$ cat src/hdl/mtp_pkg.sv
// shared types, constants and the tempering function of the mt19937 generator
// no dependencies; imported by mtp_fill, mtp_scale, the top level and the testbench
`default_nettype none

package mtp_pkg;

	localparam int WORD_W       = 32;
	localparam int POOL_WORDS   = 624;
	localparam int TWIST_OFFSET = 397;
	localparam int ADDR_W       = $clog2(POOL_WORDS);

	localparam int FIFO_DEPTH = 8;
	localparam int FIFO_PTR_W = $clog2(FIFO_DEPTH);
	localparam int FIFO_CNT_W = FIFO_PTR_W + 1;

	typedef logic [WORD_W-1:0] word_t;
	typedef logic [ADDR_W-1:0] pool_addr_t;

	localparam word_t TWIST_MATRIX = 32'h9908_b0df;
	localparam word_t HIGH_BIT     = 32'h8000_0000;
	localparam word_t LOW_BITS     = 32'h7fff_ffff;
	localparam word_t INIT_MULT    = 32'd1812433253;
	localparam word_t TEMPER_B     = 32'h9d2c_5680;
	localparam word_t TEMPER_C     = 32'hefc6_0000;
	localparam word_t SEED_RESET   = 32'd1;

	localparam pool_addr_t LAST_ADDR  = pool_addr_t'(POOL_WORDS - 1);
	localparam pool_addr_t TWIST_FWD  = pool_addr_t'(TWIST_OFFSET);
	localparam pool_addr_t TWIST_BACK = pool_addr_t'(POOL_WORDS - TWIST_OFFSET);

	typedef struct packed {
		logic       en;
		pool_addr_t addr;
		word_t      data;
	} ram_wr_t;

	typedef struct packed {
		logic  valid;
		word_t word;
		word_t lo;
		word_t span;
	} draw_t;

	function automatic word_t temper(input word_t w);
		word_t y;
		y = w;
		y = y ^ (y >> 11);
		y = y ^ ((y << 7) & TEMPER_B);
		y = y ^ ((y << 15) & TEMPER_C);
		y = y ^ (y >> 18);
		return y;
	endfunction

endpackage

`default_nettype wire

$ cat src/hdl/mtp_if.sv
// valid/ready channels of the generator: request and result words
// no dependencies
`default_nettype none


interface mtp_rsp_if;
	logic        valid;
	logic        ready;
	logic [31:0] random_word;
	logic [31:0] ranged_value;

	modport source (output valid, output random_word, output ranged_value, input ready);
	modport sink (input valid, input random_word, input ranged_value, output ready);
endinterface

`default_nettype wire

$ cat src/hdl/mtp_scale.sv
// range scaling pipeline (multiply, add) and output word queue
// depends on mtp_pkg and mtp_if
`default_nettype none

module mtp_scale import mtp_pkg::*; (
	input  wire logic  clk,
	input  wire logic  arst_n,
	input  wire draw_t draw,
	output logic       room,
	mtp_rsp_if.source  rsp
);

	logic                  v_s2;
	word_t                 word_s2;
	word_t                 lo_s2;
	word_t                 span_s2;
	logic                  v_s3;
	word_t                 word_s3;
	word_t                 lo_s3;
	word_t                 hi_s3;
	logic [63:0]           prod_full;
	word_t                 fifo_word [FIFO_DEPTH];
	word_t                 fifo_rng [FIFO_DEPTH];
	logic [FIFO_PTR_W-1:0] wr_ptr_q;
	logic [FIFO_PTR_W-1:0] rd_ptr_q;
	logic [FIFO_CNT_W-1:0] cnt_q;
	logic [FIFO_CNT_W+1:0] total;
	logic                  pop;

	assign prod_full = 64'(word_s2) * 64'(span_s2);
	assign pop       = rsp.valid & rsp.ready;

	// in flight plus queued must leave a slot for a new word
	assign total = (FIFO_CNT_W+2)'(cnt_q) + (FIFO_CNT_W+2)'(draw.valid)
		+ (FIFO_CNT_W+2)'(v_s2) + (FIFO_CNT_W+2)'(v_s3);
	assign room  = (total < (FIFO_CNT_W+2)'(FIFO_DEPTH));

	always_ff @(posedge clk or negedge arst_n) begin
		if (!arst_n) begin
			v_s2     <= 1'b0;
			v_s3     <= 1'b0;
			wr_ptr_q <= '0;
			rd_ptr_q <= '0;
			cnt_q    <= '0;
		end else begin
			v_s2 <= draw.valid;
			v_s3 <= v_s2;
			if (v_s3) begin
				wr_ptr_q <= wr_ptr_q + FIFO_PTR_W'(1);
			end
			if (pop) begin
				rd_ptr_q <= rd_ptr_q + FIFO_PTR_W'(1);
			end
			cnt_q <= cnt_q + FIFO_CNT_W'(v_s3) - FIFO_CNT_W'(pop);
		end
	end

	always_ff @(posedge clk) begin
		word_s2 <= draw.word;
		lo_s2   <= draw.lo;
		span_s2 <= draw.span;
		word_s3 <= word_s2;
		lo_s3   <= lo_s2;
		hi_s3   <= prod_full[63:32];
		if (v_s3) begin
			fifo_word[wr_ptr_q] <= word_s3;
			fifo_rng[wr_ptr_q]  <= lo_s3 + hi_s3;
		end
	end

	assign rsp.valid        = (cnt_q != '0);
	assign rsp.random_word  = fifo_word[rd_ptr_q];
	assign rsp.ranged_value = fifo_rng[rd_ptr_q];

endmodule

`default_nettype wire

$ cat src/flat_wrapper.sv
// flat-port wrapper written by rule: the top's interface ports become plain ports
module mtp_scale_flat import mtp_pkg::*;
  (clk, arst_n, draw, room, rsp_valid, rsp_random_word, rsp_ranged_value, rsp_ready);
  mtp_rsp_if rsp_i ();
  input  wire logic clk;
  input  wire logic arst_n;
  input  wire draw_t draw;
  output logic room;
  output wire logic [$bits(rsp_i.valid)-1:0] rsp_valid;
  output wire logic [$bits(rsp_i.random_word)-1:0] rsp_random_word;
  output wire logic [$bits(rsp_i.ranged_value)-1:0] rsp_ranged_value;
  input wire logic [$bits(rsp_i.ready)-1:0] rsp_ready;
  assign rsp_valid = rsp_i.valid;
  assign rsp_random_word = rsp_i.random_word;
  assign rsp_ranged_value = rsp_i.ranged_value;
  assign rsp_i.ready = rsp_ready;
  mtp_scale u_core (.clk(clk), .arst_n(arst_n), .draw(draw), .room(room), .rsp(rsp_i));
endmodule
$ cat config.mk
export PLATFORM = sky130hd
export DESIGN_NAME = mtp_scale_flat
export DESIGN_NICKNAME = d
export VERILOG_FILES = /design/src/hdl/mtp_pkg.sv /design/src/hdl/mtp_if.sv /design/src/hdl/mtp_scale.sv /design/src/flat_wrapper.sv
export SDC_FILE = /design/constraint.sdc
export NUM_CORES = 2
export LEC_CHECK = 0
export BUFFER_PORTS_ARGS = -buffer_cell sky130_fd_sc_hd__buf_2
export CAP_MARGIN = 15
export CORE_UTILIZATION = 58
export DETAILED_ROUTE_END_ITERATION = 8
export HOLD_SLACK_MARGIN = 0.02
export PLACE_DENSITY_LB_ADDON = 0.05
export SYNTH_ARGS = -nofsm -noshare
export SYNTH_HDL_FRONTEND = slang
export SYNTH_SLANG_ARGS = --single-unit
$ cat constraint.sdc
create_clock -name clk -period 7.49 [get_ports clk]
set_clock_uncertainty 0.15 [all_clocks]
set_input_delay 1.498 -clock clk [delete_from_list [all_inputs] [get_ports clk]]
set_output_delay 1.498 -clock clk [all_outputs]
set_load 0.01 [all_outputs]
-- Word-level counts from Yosys, hierarchy flattened
Memory sizes are Yosys's and may differ from the RTL's.
Cells that the tools add are included.
- memory bits (writable): 512
- flip-flop bits (word level): 204
- input bits: 100
- memories kept: 2
- logic and storage cells: 27
- output and inout bits: 66
- memories (name ; words ; bits a word ; read ports ; clocked after memory_dff ; wr ports ; line ; source):
    u_core.fifo_rng ; 8 ; 32 ; 1 ; 0 ; 1 ; mtp_scale.sv:23 ; word_t fifo_rng [FIFO_DEPTH];
    u_core.fifo_word ; 8 ; 32 ; 1 ; 0 ; 1 ; mtp_scale.sv:22 ; word_t fifo_word [FIFO_DEPTH];
- muxes and demuxes: 2
- $add $sub $neg: 8
- $mul: 1
- magnitude comparators: 1
- reductions and logical operators: 1
- bitwise logic cells: 1
- operator list (operator ; count):
    multiplier 32 x 32 -> 64 bit ; 1
    adder 32 bit ; 1
    adder 6 x 1 -> 6 bit ; 2
    adder 3 x 1 -> 3 bit (second input constant) ; 2
    less-than comparator 6 x 4 -> 1 bit (second input constant) ; 1
    adder 4 x 1 -> 5 bit ; 1
    adder 4 x 1 -> 4 bit ; 1
    nonzero test 4 bit ; 1
    subtractor 4 x 1 -> 4 bit ; 1
    2-to-1 mux 1 bit ; 2
    AND 1 bit ; 1

-- Logic depth before layout (Yosys ltp)
- depth after elaboration: 4
- gate-level depth with buffers: 29
- mapped depth without buffers: 27

-- Worst setup path before layout
Ideal clock, no wire load.
- kind: reg2reg
- start: register u_core.word_s2[31]
- end: register u_core.hi_s3[24]
- arrival time: 6.710 ns
- setup slack: 0.503 ns
- period minus slack after synthesis: 6.987 ns
- cell stages (with the launch flop): 26
- required time: 7.213 ns
- path buffers: 1
- library setup time: 0.127 ns
- cell sequence: dfxtp_1 > clkbuf_1 > nand2_1 > fa_1 > inv_1 > fa_1 > fa_1 > inv_1 > fa_1 > inv_1 > fa_1 > fa_1 > fa_1 > inv_1 > fa_1 > inv_1 > ha_1 > and2_4 > and3_4 > nand4_2 > nor3_1 > o21ai_2 > a2111oi_2 > or3b_4 > a31oi_4 > xnor2_2
- word-level cells in the longest chain between the ends: 1
- RTL lines (what ; line ; source):
    start: declaration ; mtp_scale.sv:14 ; word_t word_s2;
    start signal: assignment ; mtp_scale.sv:59 ; word_s2 <= draw.word;
    multiplier 32 x 32 -> 64 bit ; mtp_scale.sv:30 ; assign prod_full = 64'(word_s2) * 64'(span_s2);
    net u_core.prod_full[56] ; mtp_scale.sv:21 ; logic [63:0] prod_full;
    end signal: assignment ; mtp_scale.sv:64 ; hi_s3 <= prod_full[63:32];
    end: declaration ; mtp_scale.sv:20 ; word_t hi_s3;
The timed path passes the listed nets, and every way through them passes these cells.
A chain may end at the register's enable or synchronous reset.

-- Worst setup path after layout
- start: register u_core.span_s2[2]
- end: register u_core.hi_s3[27]
- word-level cells in the longest chain between the ends: 1
- RTL lines (what ; line ; source):
    start: declaration ; mtp_scale.sv:16 ; word_t span_s2;
    start signal: assignment ; mtp_scale.sv:61 ; span_s2 <= draw.span;
    multiplier 32 x 32 -> 64 bit ; mtp_scale.sv:30 ;
    net u_core.prod_full[59] ; mtp_scale.sv:21 ;
The timed path passes the listed nets, and every way through them passes these cells.

==> results.md <==
* Sequential share of the synthesized area at between 30% and 40%
* Final hold viol count at 0
* Clk sinks at between 700 and 800
* Antenna viol nets, final at 0
* CTS root buf: clkbuf_16
* CTS tree: done
* Slew @ Worst Pin at between 900 and 1000 ps
* Worst skew pair latency at 670 ps
* Mapped Cells at about 4900
* Seq cells post-synth at between 700 and 800
* CP max FO at 11
* Unrepaired setup endpoints after global routing: yes
* Max-slew headroom at approximately a third
* Final count of negative-setup-slack endpoints at 0
* GRT overflow at 0
* Yosys warning total at 0
* Deepest clock path buffer count at 3
* Number of global-route vias before repair at approximately 38000
* Initial core utilization at about three fifths
* Total core area at roughly 0.099 sq mm
* Mapped Area at 0.0583 sq mm
* Fillers at 7548
* Avg Cell Area, Syn at between 10 and 15 sq um
* Hold/Removal Path Class: flop to flop
* Routed wire per std cell at ~23 microns
* Total Wirelength at between 100000 and 150000 microns
* Vias per cell at between 5 and 6
* WP data required at between 7000 and 8000 ps
* # rows at roughly 120
* DP HPWL at 107000 microns
* Tcrit/Tclk final at between 90% and 100%
* H-tree depth at 3
* Total CTS buffers at 75
* Top FF cell, synth: edfxtp_1
* Die Wd at 319 microns
* Die height at roughly 320 microns
* Synth cell types at 86
* Multi-input gate area at about 0.035 sq mm
* Final nets at 6375
* Layout cells sized above 1 at between 10% and 20%
* Outcome: finished, final reports clean
* Total of max-cap violations at 0
* DRT Pass-1 Iters at 7
* Hold_buf cts at 0
* Vias at approximately 36000
* Final WS setup at 149 ps
* Area grow syn2layout at 11.5%
* Initial antenna violation count at 14
* Tot GR Track Use at 29.5%
* Minimum clock period at 7340 ps
* Final TNS setup at 0 ps
* I/O pin cnt at between 150 and 200
* Final Max Tran Viols at 0
* Clock slew at reported path FFs at approximately 60 ps
* Register area at approximately 0.020 sq mm
* FFs w/ async S/R, synth at 1.68%
* Syn Nets at ~6200
* Crit path launch type: flop
* WP data arrival at ~7700 ps
* Largest net degree at the start of global routing at 69
* Post-place setup slack at -44.1 ps
* DRC at 0
* Endpoint class of the critical path: flop
* Starting DRT DRC Count at between 2000 and 3000
* F_max at approximately 140 MHz
* WS Path Type: flop to flop
* Port bufs at 165
* First-pass GRT wire length at between 200000 and 250000 microns
* GP Congestion at a little under 0.9
* EDFF count, synth at roughly 500
* Die Area at between 0.1 and 0.15 sq mm
state kept, by name, summed over array words and instances, names as in the netlist, 32 cells and up:
register          cells
u_core.fifo_word    256
u_core.span_s2       32
u_core.word_s3       32
u_core.word_s2       32
u_core.lo_s3         32
u_core.lo_s2         32
u_core.hi_s3         32
u_core.fifo_rng     256
cell usage in the layout (no fill, tap or decap), types with 49 or more instances in the layout:
cell type  Yosys  routed
mux2_2        66      66
a21oi_1       98      88
ha_1         303     290
inv_1        895     895
clkbuf_16      0      82
edfxtp_1     512     512
buf_2         11     165
buf_12         0      49
fa_1         897     884
mux4_2       128     128
dfxtp_1      192     176
and2_1       609     607
buf_4          3     148
a21o_1        50      50
nand2_1      490     488
layer usage:
metal / up-vias / share of wire [%] / GRT usage (%)
li1: 15763 / - / -
met1: 18460 / 43 / 42.2
met2: 1260 / 46 / 45.9
met3: 214 / 8.3 / 6.17
met4: 6 / 2.6 / 8.25
met5: - / 0.022 / 0
Yosys cell counts (all sizes together) (5+ instances only):
cell	n	area share, %
fa	897	31
inv	895	5.8
and2	611	6.6
edfxtp	512	26
nand2	491	3.2
ha	303	6.5
clkbuf	223	1.5
dfxtp	192	6.6
mux4	128	4.9
a21oi	100	0.87
mux2	66	1.3
a21o	51	0.66
o21ai	50	0.44
nor2	48	0.32
xnor2	48	0.73
buf	24	0.24
and3	21	0.25
xor2	21	0.32
nand4	20	0.24
nand3	18	0.16
nor3	17	0.15
o21bai	13	0.17
dfrtp	12	0.52
a31oi	11	0.14
nor2b	8	0.090
o21a	8	0.10
nand2b	6	0.064
nand3b	5	0.064
o211ai	5	0.064
worst max-delay path, stage by stage (launching register included):
cell and delay [ps]:
dfxtp_4 380, buf_4 170, and2_1 170, fa_1 550, inv_1 50, fa_1 520
fa_2 500, fa_1 550, inv_1 50, fa_1 510, fa_1 440, fa_1 500
fa_2 650, ha_4 240, a21oi_4 140, o211ai_1 120, o211ai_1 160, nand4_1 190
o2111ai_2 310, a21oi_2 140, a31o_1 240, or4_1 390, o311ai_1 90
cells by family (layout without fill, tap and decap cells):
kind of cell / Yosys count / in the layout / synth area share [%]
adders and majority gates: 1200 / 1200 / 37.3
muxes: 198 / 198 / 6.29
AOI/OAI and AO/OA: 278 / 278 / 3.12
DFF: 716 / 716 / 33.5
and+or+nand+nor: 1258 / 1258 / 11.3
xor gates and xnor gates: 69 / 69 / 1.05
other: 0 / 5 / 0
buffers and inverters: 1142 / 1414 / 7.48
what timing repair did:
action / 4_1_cts / 5_1_grt
gates cloned: 0 / 4
pin swaps: 2 / 33
setup buffers: 0 / 10
endpoints found under the setup margin: 8 / 23
gates resized for setup: 4 / 110
path summary, 6_finish.rpt:
kind	start	to	slack (ps)	depth (start not counted)
worst max-delay path	u_core.span_s2[2]	u_core.hi_s3[27]	150	22
worst min-delay path	u_core.lo_s2[31]	u_core.lo_s3[31]	180	0
worst max register to register	u_core.span_s2[2]	u_core.hi_s3[27]	150	22
worst min register to register	u_core.lo_s2[31]	u_core.lo_s3[31]	180	0
max in group asynchronous	arst_n	u_core.rd_ptr_q[0]	6370	1
min in group asynchronous	arst_n	u_core.rd_ptr_q[2]	580	1
final cells by class:
cell class,count,share of cell area (%)
inverter,895,5.17
tap,1287,2.48
multi-input combinational,3003,53.5
clock inverter,30,0.460
timing repair buffer,384,4.97
antenna,5,0.0193
sequential,716,30.1
clock buffer,105,3.25
metrics by stage:
stage | util, % | cell area (sq um) | cells | hold WS (ps)
floorplan | - | 58300 | 4861 | 160
global placement | 62.5 | 61900 | 6271 | 161
detailed placement | 62.5 | 61900 | 6271 | 162
CTS | 65.0 | 64300 | 6406 | 175
global route | 65.6 | 65000 | 6421 | 178
finish | 65.6 | 65000 | 6425 | 176
Power is not shown: default switching activity piles up to over one toggle a cycle in this logic, so the estimate is an artifact.
