`src/hdl/mtp_pkg.sv`:
```
// shared types, constants and the tempering function of the mt19937 generator
// no dependencies; imported by mtp_fill, mtp_scale, the top level and the testbench
`default_nettype none

package mtp_pkg;

	localparam int WORD_W       = 32;
	localparam int POOL_WORDS   = 624;
	localparam int TWIST_OFFSET = 397;
	localparam int ADDR_W       = $clog2(POOL_WORDS);

	localparam int FIFO_DEPTH = 8;
	localparam int FIFO_PTR_W = $clog2(FIFO_DEPTH);
	localparam int FIFO_CNT_W = FIFO_PTR_W + 1;

	typedef logic [WORD_W-1:0] word_t;
	typedef logic [ADDR_W-1:0] pool_addr_t;

	localparam word_t TWIST_MATRIX = 32'h9908_b0df;
	localparam word_t HIGH_BIT     = 32'h8000_0000;
	localparam word_t LOW_BITS     = 32'h7fff_ffff;
	localparam word_t INIT_MULT    = 32'd1812433253;
	localparam word_t TEMPER_B     = 32'h9d2c_5680;
	localparam word_t TEMPER_C     = 32'hefc6_0000;
	localparam word_t SEED_RESET   = 32'd1;

	localparam pool_addr_t LAST_ADDR  = pool_addr_t'(POOL_WORDS - 1);
	localparam pool_addr_t TWIST_FWD  = pool_addr_t'(TWIST_OFFSET);
	localparam pool_addr_t TWIST_BACK = pool_addr_t'(POOL_WORDS - TWIST_OFFSET);

	typedef struct packed {
		logic       en;
		pool_addr_t addr;
		word_t      data;
	} ram_wr_t;

	typedef struct packed {
		logic  valid;
		word_t word;
		word_t lo;
		word_t span;
	} draw_t;

	function automatic word_t temper(input word_t w);
		word_t y;
		y = w;
		y = y ^ (y >> 11);
		y = y ^ ((y << 7) & TEMPER_B);
		y = y ^ ((y << 15) & TEMPER_C);
		y = y ^ (y >> 18);
		return y;
	endfunction

endpackage

`default_nettype wire

```
`src/hdl/mtp_fill.sv`:
```
// seed register and pool initialisation sequencer, each non-seed word through a multiply and an add state
// depends on mtp_pkg
`default_nettype none

module mtp_fill import mtp_pkg::*; (
	input  wire logic  clk,
	input  wire logic  arst_n,
	input  wire logic  seed_we,
	input  wire word_t seed_wdata,
	output logic       busy,
	output ram_wr_t    wr
);

	localparam logic [1:0] FS_SEED = 2'd0;
	localparam logic [1:0] FS_MUL  = 2'd1;
	localparam logic [1:0] FS_ADD  = 2'd2;
	localparam logic [1:0] FS_DONE = 2'd3;

	logic [1:0]  st_q;
	word_t       seed_q;
	pool_addr_t  k_q;
	word_t       prev_q;
	word_t       prod_q;
	word_t       mix;
	logic [63:0] prod_full;
	word_t       next_word;

	assign mix       = prev_q ^ (prev_q >> 30);
	assign prod_full = 64'(INIT_MULT) * 64'(mix);
	assign next_word = prod_q + word_t'(k_q);

	always_ff @(posedge clk or negedge arst_n) begin
		if (!arst_n) begin
			st_q   <= FS_SEED;
			seed_q <= SEED_RESET;
			k_q    <= '0;
		end else if (seed_we) begin
			st_q   <= FS_SEED;
			seed_q <= seed_wdata;
		end else begin
			case (st_q)
				FS_SEED: begin
					k_q  <= pool_addr_t'(1);
					st_q <= FS_MUL;
				end
				FS_MUL: begin
					st_q <= FS_ADD;
				end
				FS_ADD: begin
					if (k_q == LAST_ADDR) begin
						st_q <= FS_DONE;
					end else begin
						k_q  <= k_q + pool_addr_t'(1);
						st_q <= FS_MUL;
					end
				end
				default: begin
					st_q <= FS_DONE;
				end
			endcase
		end
	end

	always_ff @(posedge clk) begin
		case (st_q)
			FS_SEED: prev_q <= seed_q;
			FS_MUL:  prod_q <= prod_full[31:0];
			FS_ADD:  prev_q <= next_word;
			default: prev_q <= prev_q;
		endcase
	end

	always_comb begin
		wr.en   = 1'b0;
		wr.addr = k_q;
		wr.data = next_word;
		case (st_q)
			FS_SEED: begin
				wr.en   = 1'b1;
				wr.addr = '0;
				wr.data = seed_q;
			end
			FS_ADD: begin
				wr.en = 1'b1;
			end
			default: begin
				wr.en = 1'b0;
			end
		endcase
	end

	assign busy = (st_q != FS_DONE);

endmodule

`default_nettype wire

```
`config.mk`:
```
export PLATFORM = sky130hd
export DESIGN_NAME = mtp_fill
export DESIGN_NICKNAME = d
export VERILOG_FILES = /design/src/hdl/mtp_pkg.sv /design/src/hdl/mtp_fill.sv
export SDC_FILE = /design/constraint.sdc
export NUM_CORES = 1
export LEC_CHECK = 0
export BUFFER_PORTS_ARGS = -buffer_cell sky130_fd_sc_hd__buf_2
export CORE_ASPECT_RATIO = 1.5
export CORE_UTILIZATION = 33
export DETAILED_ROUTE_END_ITERATION = 16
export PLACE_DENSITY = 0.47
export SYNTH_ARGS = -nofsm -noshare
export SYNTH_HDL_FRONTEND = slang
export SYNTH_SLANG_ARGS = --single-unit
```
`constraint.sdc`:
```
create_clock -name clk -period 7.45 [get_ports clk]
set_clock_uncertainty 0.2 [all_clocks]
set_input_delay 0.745 -clock clk [delete_from_list [all_inputs] [get_ports clk]]
set_output_delay 0.745 -clock clk [all_outputs]
set_load 0.1 [all_outputs]
```
After elaboration in Yosys (flattened, before gate mapping)
Cells that the tools add are included.
Cells by class
  add/sub/neg operators: 2
  multiply operators: 1
  equality and inequality tests: 5
  multiplexer cells: 8
  bitwise operators: 2
  reduce and logical (&&, ||, !) cells: 4
Operators by type and width (count)
  $pmux W32 S2: 1
  $mux W42: 1
  $add A32 B10 Y32: 1
  $mul A31 B32 Y32 const A: 1
  $xor A32 B2 Y32: 1
  $pmux W10 S2: 1
  $add A10 B1 Y10 const B: 1
  $eq A10 B10 Y1 const B: 1
  $mux W10: 1
  $pmux W2 S3: 1
  $mux W2: 2
  $ne A2 B2 Y1 const B: 2
  $reduce_and A3 Y1: 1
  $eq A2 B1 Y1 const B: 1
  $eq A2 B2 Y1 const B: 1
  $logic_not A2 Y1: 1
  $reduce_bool A2 Y1: 1
  $reduce_or A2 Y1: 1
  $mux W1: 1
  $not A1 Y1: 1
Storage, ports and cells
  bits in registers: 108
  bits of input ports: 35
  output and inout port bits: 44
  logic and storage cells: 27

Logic depth before layout (Yosys ltp)
Gate-level depths: netlist (run 1).
  depth in word-level cells: 4
  mapped depth: 24
  gate-level depth less buffers: 24

Least setup slack after synthesis (run 1)
Ideal clock, no wire load.
  path type: register to register
  start point: reg prev_q[30]
  end point: reg prod_q[30], data pin
  setup time: 255 ps
  arrival time: 6426 ps
  required time: 6995 ps
  slack: 569 ps
  cell stages (with the launch flop): 25
  buffers on the path: 0
  clock period less this slack: 6881 ps
  cells stage by stage: edfxtp_1 -> xor2_1 -> xor2_1 -> ha_1 -> or2_2 -> ha_1 -> inv_1 -> fa_1 -> inv_1 -> ha_1 -> ha_1 -> fa_1 -> fa_1 -> inv_1 -> fa_1 -> inv_1 -> ha_1 -> a21oi_1 -> o211ai_1 -> o32ai_1 -> a211oi_1 -> a211oi_2 -> nor2b_1 -> or4_1 -> and3_1
Between the ends
  cells in the longest elaborated chain, start to end: 2
RTL lines
  start, declared: RTL line mtp_fill.sv:22  | word_t prev_q;
  start signal, assigned: RTL line mtp_fill.sv:66  | FS_SEED: prev_q <= seed_q;
  start signal, assigned: RTL line mtp_fill.sv:68  | FS_ADD: prev_q <= next_word;
  start signal, assigned: RTL line mtp_fill.sv:69  | default: prev_q <= prev_q;
  $xor A32 B2 Y32: RTL line mtp_fill.sv:28  | assign mix = prev_q ^ (prev_q >> 30);
  net mix[0]: RTL line mtp_fill.sv:24  | word_t mix;
  $mul A31 B32 Y32: RTL line mtp_fill.sv:29  | assign prod_full = 64'(INIT_MULT) * 64'(mix);
  net prod_full[30]: RTL line mtp_fill.sv:25  | logic [63:0] prod_full;
  end signal, assigned: RTL line mtp_fill.sv:67  | FS_MUL: prod_q <= prod_full[31:0];
  end, declared: RTL line mtp_fill.sv:23  | word_t prod_q;
The timed path passes the listed nets, and every way through them passes these cells.
A chain may end at the register's enable or synchronous reset.

Worst setup path after layout (run 1)
  start point: reg prev_q[13]
  end point: reg prod_q[30], data pin
Between the ends
  cells in the longest elaborated chain, start to end: 2
RTL lines (RTL line)
  $xor A32 B2 Y32: mtp_fill.sv:28
  $mul A31 B32 Y32: mtp_fill.sv:29
  net prod_full[30]: mtp_fill.sv:25
The timed path passes the listed nets, and every way through them passes these cells.

==> key figures, run 1 <==
Run status
  – Status: finished clean

Clocking
  – Post-CTS Hold Fix Bufs: 0
  – Clock buffer depth: 2
  – H-Tree Depth: 3
  – Post-CTS Resized: 0
  – Worst-skew pair later-pin latency: 370 ps
  – Root Buffer: clkbuf_16
  – # clock sinks: approximately 110
  – Inserted Clock Buffers: 9
  – Worst-path clk slew: 80 ps
  – Post-CTS Setup Repair Bufs: 0
  – CTS tree: yes

Floorplan
  – Area of the die: 0.0399 sq mm
  – Starting Density: 0.335
  – DIE WIDTH: between 150 and 200 um
  – Die height: roughly 240 um
  – Core Region: about 0.039 sq mm
  – # IOs: between 70 and 80
  – Std-Cell Rows: just under 90

Critical path
  – Worst r2r path cells: 21
  – Critical Path Source: prev_q[13]
  – Max stage delay on crit path: approximately 520 ps
  – CP Class: reg2reg
  – R2r startpoint: prev_q[13]
  – CP endpoint kind: flip-flop
  – Worst path depth: 21
  – Arr. time, crit path: 6930 ps
  – Bufs and invs on worst path: 4
  – Worst setup SP type: flip-flop
  – Critical-path cell list: ha_1 > ha_1 > fa_1 > inv_1 > fa_1 > inv_1 > fa_1 > fa_1 > fa_1 > inv_1 > fa_1 > inv_1 > ha_1 > a21oi_1 > o211ai_1 > o32ai_1 > a211oi_1 > a211oi_2 > nor2b_1 > or4_1 > and3_1
  – CP Max Fanout: 5
  – Worst Path Required: between 7000 and 8000 ps
  – CP dominant cell by count: fa_1
  – Crit-path leading delay family: adder cells
  – Critical-path top delay cell: fa_1

Drt
  – Drt first pass iters: 5
  – Number of remaining DRC errors: 0
  – Antenna violation net count after detailed routing: 0
  – WL/cell: between 20 and 25 um
  – Vias per Instance: between 4 and 5
  – Initial DRC Count: 348
  – Routed wire length: 36800 um
  – DR vias: 8940

Timing
  – Setup TNS: 0 ps
  – Final Hold Slack: 337 ps
  – Min cycle time layout: around 7000 ps
  – Worst setup margin: ~450 ps
  – Final period utilization: 0.940
  – Slew HR: 0.258
  – Setup-failing EPs final: 0
  – Slew @ Worst Pin: 1110 ps
  – Unrepaired setup endpoints after global routing: false
  – Hold Vio Cnt, Final: 0
  – Fmax: 143 MHz
  – Final slew viol count: 0

Cells and area
  – Nets: about 1700
  – Multi-input gate area: ~0.0088 sq mm
  – Area Overhead vs Synth: 10.9%
  – Fill cells: around 4000
  – Layout cells sized above 1: 0.119
  – Diode count: 0
  – Final cell count without fillers: roughly 1800
  – Sequential Area: between 0.003 and 0.004 sq mm

Synth
  – Synth Flop Type: edfxtp_1
  – Mapped cell area: about 0.013 sq mm
  – Syn Area/Cell: approximately 10 sq um
  – Largest cells by area after synthesis: fa_1 (23%), ha_1 (21%), edfxtp_1 (15%)
  – Area leader, netlist: fa_1
  – Synth top area share: 0.228
  – Cells after synthesis: about 1300
  – Post-synth EDFFs: 64
  – Ys async rst share: 0.407
  – Seq/Total Area, Yosys: 0.234
  – Post-synth net total: 1654
  – Yosys warnings: 0
  – Seq cells post-synth: 108
  – Cell variety after synth: 52

Placed design
  – Port Buffers: about 80
  – Placed insts: approximately 1800
  – DP Wirelength: 31700 um
  – Place WS: 431 ps
  – Final GP Congestion: 0.878

Global routing
  – Vias in the first global route: around 10000
  – Grt met1 use: 0.206
  – Antenna violations before repair: 0
  – First-pass GRT wire length: around 58000 um
  – Total grt overflow: 0
  – Busiest layer in global routing: met2
  – GRT Util Overall: 0.197
  – GR Util met2: 0.397
  – Largest net degree at the start of global routing: 64
  – GR Layer Usage met3: 0.0148

Min path
  – Hold path depth: 1
  – Hold path start: seed_q[6]
  – Hold Path Class: reg2reg

Flow run
  – Max Cap Viol: 0
[synthesized netlist by cell type (20+ instances only)]
| cell type | instances |
|---|---|
| ha_1 | 220 |
| dfrtp_1 | 43 |
| o21ai_0 | 64 |
| nand2_1 | 73 |
| a21oi_1 | 57 |
| xor2_1 | 31 |
| edfxtp_1 | 64 |
| xnor2_1 | 53 |
| nor2_1 | 49 |
| mux2_2 | 34 |
| fa_1 | 147 |
| clkbuf_1 | 22 |
| nand3_1 | 20 |
| inv_1 | 254 |
[final timing paths]
kind                              end  slack, ps
min                         seed_q[6]        340
max                        prod_q[30]        450
min reg2reg                 seed_q[6]        340
max in group asynchronous  seed_q[14]       6010
max reg2reg                prod_q[30]        450
min in group asynchronous      k_q[4]        370
[cell families after synthesis]
| kind of cell | after synthesis | share of synthesized area |
|---|---|---|
| AND/OR/NAND/NOR | 197 | 0.0702 |
| buffers and inverters | 278 | 0.0811 |
| adder cells (fa/ha/maj) | 367 | 0.441 |
| XOR/XNOR | 84 | 0.0570 |
| AO/OA/AOI/OAI | 184 | 0.0863 |
| multiplexers | 34 | 0.0297 |
| flip-flops | 108 | 0.234 |
[routing by layer]
layer	wire (um)	part of all wire	up-vias
li1	-	-	4291
met1	13500	0.37	4476
met2	21500	0.59	130
met3	526	0.014	43
met4	1210	0.033	0
met5	0	0	-
[sequential cells by signal, summed over array words and instances (netlist names)]
signal / count
k_q: 10
prev_q: 32
prod_q: 32
seed_q: 32
st_q: 2
[placed cells by master (no fill, tap or decap), types with 15 or more instances in the layout]
cell type,n
inv_1,254
ha_1,220
fa_1,147
buf_2,78
nand2_1,72
o21ai_0,64
edfxtp_1,64
a21oi_1,57
xnor2_1,53
nor2_1,47
dfrtp_1,43
mux2_2,34
xor2_1,31
buf_4,21
nand3_1,20
nor2b_1,15
[area by class of cell]
cell class,count,share of cell area
Clock inverter,5,0.00332
Timing Repair Buffer,99,0.0383
Multi-Input combinational cell,866,0.618
Inverter,254,0.0666
Clock buffer,11,0.0192
Tap cell,495,0.0433
Sequential cell,108,0.211
[per-stage QoR]
step            util  cell area [sq um]
4_1_cts        0.371              14300
6_report       0.371              14300
3_3_place_gp   0.363              14000
3_5_place_dp   0.363              14000
2_1_floorplan      -              12900
5_1_grt        0.371              14300
Power of run 1 is not shown: default switching activity piles up to over one toggle a cycle in this logic, so the estimate is an artifact.
==> inputs of run 2 (changes only) <==
GPL_TIMING_DRIVEN = 0   (was not set)
clock period = 7.5 ns   (was 7.45 ns; I/O delays follow)
==> run 2 against run 1 <==
Sequential cell count unchanged. Highest routed layer unchanged. Wire length decreased by 1.9%. Critical endpoint unchanged. Register-to-register slack worse by 200 ps. Worst setup slack worse by 200 ps. Via count is 1.3% higher. Critical path depth rose by 4. Final cell count rose by 1.5%. Sequential share of layout area decreased by 0.28 points. Final area grew 1.4%.
==> key figures, run 2 (synthesized netlist as in run 1, its figures left out) <==
Min path
  – Hold Path Sink: seed_q[16]
  – Hold path depth: 1
  – Hold Path Class: reg2reg
  – Hold path start: seed_q[16]

Timing
  – Final slew viol count: 0
  – Slew HR: 0.288
  – Final period utilization: 0.967
  – Slew @ Worst Pin: around 1100 ps
  – Hold Vio Cnt, Final: 0
  – Unrepaired setup endpoints after global routing: false
  – Setup-failing EPs final: 0
  – Fmax: between 100 and 150 MHz
  – Min cycle time layout: about 7300 ps

Global routing
  – First-pass GRT wire length: about 57000 um
  – Largest net degree at the start of global routing: 45
  – GRT Util Overall: 0.193
  – Vias in the first global route: about 9900
  – Antenna violations before repair: 0
  – Total grt overflow: 0

Floorplan
  – DIE WIDTH: approximately 160 um
  – Std-Cell Rows: 88
  – # IOs: between 70 and 80
  – Area of the die: ~0.040 sq mm
  – Core Region: ~0.039 sq mm
  – Die height: 244 um
  – Starting Density: 0.335

Critical path
  – Arr. time, crit path: approximately 7200 ps
  – Bufs and invs on worst path: 5
  – R2r startpoint: prev_q[31]
  – Worst r2r path cells: 25
  – Worst Path Required: approximately 7400 ps
  – Capturing point of the worst reg2reg path: prod_q[30]
  – CP endpoint kind: flip-flop
  – Max stage delay on crit path: 500 ps
  – Critical-path top delay cell: fa_1
  – CP Class: reg2reg
  – Worst setup SP type: flip-flop
  – Worst reg2reg setup slack: 250 ps
  – CP dominant cell by count: ha_1
  – CP Max Fanout: 5
  – Crit-path leading delay family: adder cells

Clocking
  – Inserted Clock Buffers: 9
  – Worst-path clk slew: roughly 80 ps
  – Post-CTS Hold Fix Bufs: 0
  – Clock buffer depth: 2
  – Root Buffer: clkbuf_16
  – H-Tree Depth: 3
  – # clock sinks: 108
  – Worst-skew pair later-pin latency: approximately 360 ps
  – CTS tree: yes

Flow run
  – Max Cap Viol: 0

Cells and area
  – Fill cells: 3952
  – Leading cell type in the layout, fill and taps excluded: inv_1
  – Layout cells sized above 1: 0.126
  – Post-layout util: 0.376
  – Area Overhead vs Synth: 12.4%
  – Nets: between 1500 and 2000
  – Most frequent cells in the layout: inv_1 (253), ha_1 (220), fa_1 (147), buf_2 (78), nand2_1 (73)
  – Top Registers: prev_q: 32 flops, prod_q: 32 flops, seed_q: 32 flops
  – Diode count: 0

Run status
  – Status: finished clean

Drt
  – Routed wire length: roughly 36000 um
  – Number of remaining DRC errors: 0
  – DR vias: 9052
  – Drt first pass iters: 5
  – Initial DRC Count: ~300
  – Vias per Instance: 4.85
  – WL/cell: ~19 um
  – Antenna violation net count after detailed routing: 0

Placed design
  – DP Wirelength: approximately 29000 um
  – Port Buffers: a little under 80
  – Final GP Congestion: slightly above 0.8
[run 2: cell types whose count changed in the layout (fill, tap and decap cells not counted), sizes merged]
cell and delta:
clkbuf +22, clkinv +1, inv -1, clkinvlp +1, buf +4
[run 2: how the worst max path moves through the flow]
stage                     slack (ps)        from  cells past startpoint         end
after CTS                          2  prev_q[30]                     25  prod_q[28]
after global placement         -1550  prev_q[30]                     23  prod_q[31]
after floorplan                  620  prev_q[30]                     24  prod_q[30]
after global routing               5  prev_q[30]                     25  prod_q[30]
final                            250  prev_q[31]                     25  prod_q[30]
after detailed placement        -850  prev_q[31]                     23  prod_q[31]
[run 2: cell type report]
class | count | area [sq um] | share of cell area
multi-input combinational | 866 | 8930 | 0.616
sequential | 108 | 3020 | 0.209
inverter | 254 | 953 | 0.0657
tap | 495 | 619 | 0.0427
timing repair buffer | 102 | 606 | 0.0418
clock buffer | 10 | 229 | 0.0158
buffer | 24 | 92.6 | 0.00638
clock inverter | 6 | 48.8 | 0.00336
[run 2: what timing repair did]
| action | CTS | global route |
|---|---|---|
| resized for setup | 4 | 8 |
| setup buffers | 19 | 4 |
| endpoints found under the setup margin | 8 | 5 |
| pin swaps | 2 | 2 |
| gates cloned | 0 | 0 |
[run 2: per-stage QoR]
stage / area, sq um / worst slack (ps) / TNS (ps) / cells / hold WS [ps]
after detailed placement: 14000 / -853 / -4490 / 1826 / 320
after global placement: 13900 / -1550 / -10940 / 1824 / 318
after global routing: 14500 / 5.13 / 0 / 1865 / 348
after floorplan: 12900 / 619 / 0 / 1252 / 254
final: 14500 / 247 / 0 / 1865 / 338
after CTS: 14400 / 2.07 / 0 / 1861 / 336
[run 2: metal layers]
metal / routed length (um) / GRT usage / vias to the layer above
met2: 19700 / 0.362 / 157
met5: 0 / 0 / -
li1: - / - / 4349
met3: 907 / 0.0209 / 55
met1: 13700 / 0.212 / 4491
met4: 1790 / 0.0923 / 0
Power of run 2 is left out for the same reason.
==> inputs of run 3 (changes only) <==
ABC_AREA = 1   (was not set)
PLACE_DENSITY = 0.46   (was 0.47)
==> run 3 against run 2 <==
First-iteration DRC count up 67%. Via count grew 16%. Wire length rose by 15%. Maximum frequency grew 3.0%. Sequential cell count stayed put. Global-route usage increased by 1.0 points. Worst setup slack gained 210 ps. Final cell count grew 21%. Die area is 8.2% higher. Highest routed layer unchanged.
==> key figures, run 3 <==
Run status
  – Status: finished clean

Clocking
  – # clock sinks: approximately 110
  – H-Tree Depth: 3
  – Worst-skew pair later-pin latency: 360 ps
  – Inserted Clock Buffers: 9
  – Clock buffer depth: 2
  – Worst-path clk slew: 80 ps
  – Post-CTS Hold Fix Bufs: 0
  – Post-CTS Setup Repair Bufs: 0
  – CTS tree: yes
  – Root Buffer: clkbuf_16

Cells and area
  – Diode count: 0
  – Layout cells sized above 1: 0.0896
  – Nets: approximately 2100
  – Area Overhead vs Synth: 10.2%
  – Top Registers: prev_q: 32 flops, prod_q: 32 flops, seed_q: 32 flops
  – Fill cells: roughly 4400
  – Leading cell type in the layout, fill and taps excluded: inv_1
  – Most frequent cells in the layout: inv_1 (364), nand2_1 (301), ha_1 (220), fa_1 (147), buf_2 (79)

Critical path
  – CP Max Fanout: 7
  – CP Class: reg2reg
  – Arr. time, crit path: approximately 7000 ps
  – Worst Path Required: approximately 7400 ps
  – CP endpoint kind: flip-flop
  – Worst setup SP type: flip-flop

Timing
  – Setup TNS: 0 ps
  – Slew @ Worst Pin: around 1100 ps
  – Hold Vio Cnt, Final: 0
  – Final period utilization: 0.939
  – Setup-failing EPs final: 0
  – Unrepaired setup endpoints after global routing: false
  – Slew HR: 0.251
  – Min cycle time layout: 7040 ps
  – Final slew viol count: 0
  – Fmax: 142 MHz

Synth
  – Yosys warnings: 0
  – Synth top area share: 0.211
  – Top post-synthesis cells by count: inv_1 (365), nand2_1 (301), ha_1 (220), fa_1 (147), nor2_1 (75)
  – Largest cells by area after synthesis: fa_1 (21%), ha_1 (20%), edfxtp_1 (14%)
  – Cell variety after synth: between 40 and 50
  – Post-synth net total: 2004
  – Post-synth EDFFs: 64
  – Top-count cell post-synth: inv_1
  – Area leader, netlist: fa_1
  – Cells after synthesis: 1602
  – Syn Area/Cell: slightly below 9 sq um
  – Ys async rst share: 0.407
  – Seq cells post-synth: ~110
  – Synth Flop Type: edfxtp_1
  – Mapped cell area: about 0.014 sq mm
  – Seq/Total Area, Yosys: 0.216

Floorplan
  – Core Region: around 0.042 sq mm
  – Starting Density: 0.333
  – Die height: 254 um
  – Area of the die: between 0.04 and 0.05 sq mm
  – Std-Cell Rows: 92
  – DIE WIDTH: about 170 um
  – # IOs: 79

Flow run
  – Max Cap Viol: 0

Placed design
  – DP Wirelength: approximately 35000 um
  – Port Buffers: 77
  – Final GP Congestion: 0.885

Drt
  – WL/cell: about 18 um
  – Drt first pass iters: 5
  – Number of remaining DRC errors: 0
  – Vias per Instance: around 4.7
  – DR vias: 10500
  – Initial DRC Count: 500
  – Routed wire length: just over 40000 um
  – Antenna violation net count after detailed routing: 0

Global routing
  – GRT Util Overall: 0.203
  – Total grt overflow: 0
  – Antenna violations before repair: 0
  – Vias in the first global route: between 10000 and 15000
  – First-pass GRT wire length: between 60000 and 70000 um
  – Largest net degree at the start of global routing: 45

Min path
  – Hold Path Class: reg2reg
[run 3: metrics by stage]
step	utilization	area, sq um	setup slack, ps	hold slack [ps]	std cells
after floorplan	-	14000	1500	254	1602
after global placement	0.360	15100	110	295	2243
after detailed placement	0.360	15100	72.2	324	2244
after CTS	0.367	15400	4.01	338	2260
after global routing	0.367	15400	115	368	2260
final	0.367	15400	460	329	2260
[run 3: final timing paths]
| check | startpoint | endpoint | slack (ps) | cells after the start |
|---|---|---|---|---|
| setup / recovery | prev_q[0] | prod_q[30] | 460 | 19 |
| hold / removal | seed_q[0] | seed_q[0] | 330 | 2 |
| setup reg to reg | prev_q[0] | prod_q[30] | 460 | 19 |
| hold reg to reg | seed_q[0] | seed_q[0] | 330 | 2 |
| max in group asynchronous | arst_n | k_q[3] | 6080 | 1 |
| min in group asynchronous | arst_n | seed_q[3] | 370 | 1 |
[run 3: cells by family after synthesis]
family | synth area share
adder cells (fa/ha/maj) | 0.408
multiplexers | 0.0113
flip-flops | 0.216
XOR/XNOR | 0.0380
AO/OA/AOI/OAI | 0.0630
buffers and inverters | 0.105
AND/OR/NAND/NOR | 0.158
[run 3: timing repair]
item,4_1_cts,5_1_grt
endpoints found under the setup margin,0,3
resized for setup,0,2
hold endpoints to repair,0,0
[run 3: routing by layer]
metal | global-route usage | share of wire | up-vias | wire length (um)
met2 | 0.394 | 0.55 | 156 | 22800
met4 | 0.104 | 0.053 | 0 | 2200
met5 | 0 | 0 | - | 0
met3 | 0.0173 | 0.021 | 72 | 887
li1 | - | - | 5251 | -
met1 | 0.215 | 0.38 | 5061 | 15700
[run 3: final cells by class]
type                    instances  area (sq um)  area share
multi-input cells            1106          9500       0.617
flip-flops and latches        108          3020       0.196
inverters                     367          1380      0.0895
well taps                     564           706      0.0458
repair buffers                 78           405      0.0263
clock buffers                  10           229      0.0149
plain buffers                  21          96.3     0.00626
clock inverters                 6          57.6     0.00374
[run 3: worst max-delay path, cell delays in order (launching register included)]
cell and delay, ps:
edfxtp_1 470, xnor2_2 460, inv_1 450, ha_1 460, ha_1 420, inv_1 90
fa_1 550, inv_1 60, fa_1 500, fa_1 530, fa_1 550, inv_1 50
fa_1 560, inv_1 50, ha_1 320, inv_1 120, nor4_1 420, o21ai_0 260
nand4_1 150, nand2_1 90
Power of run 3 is left out for the same reason.
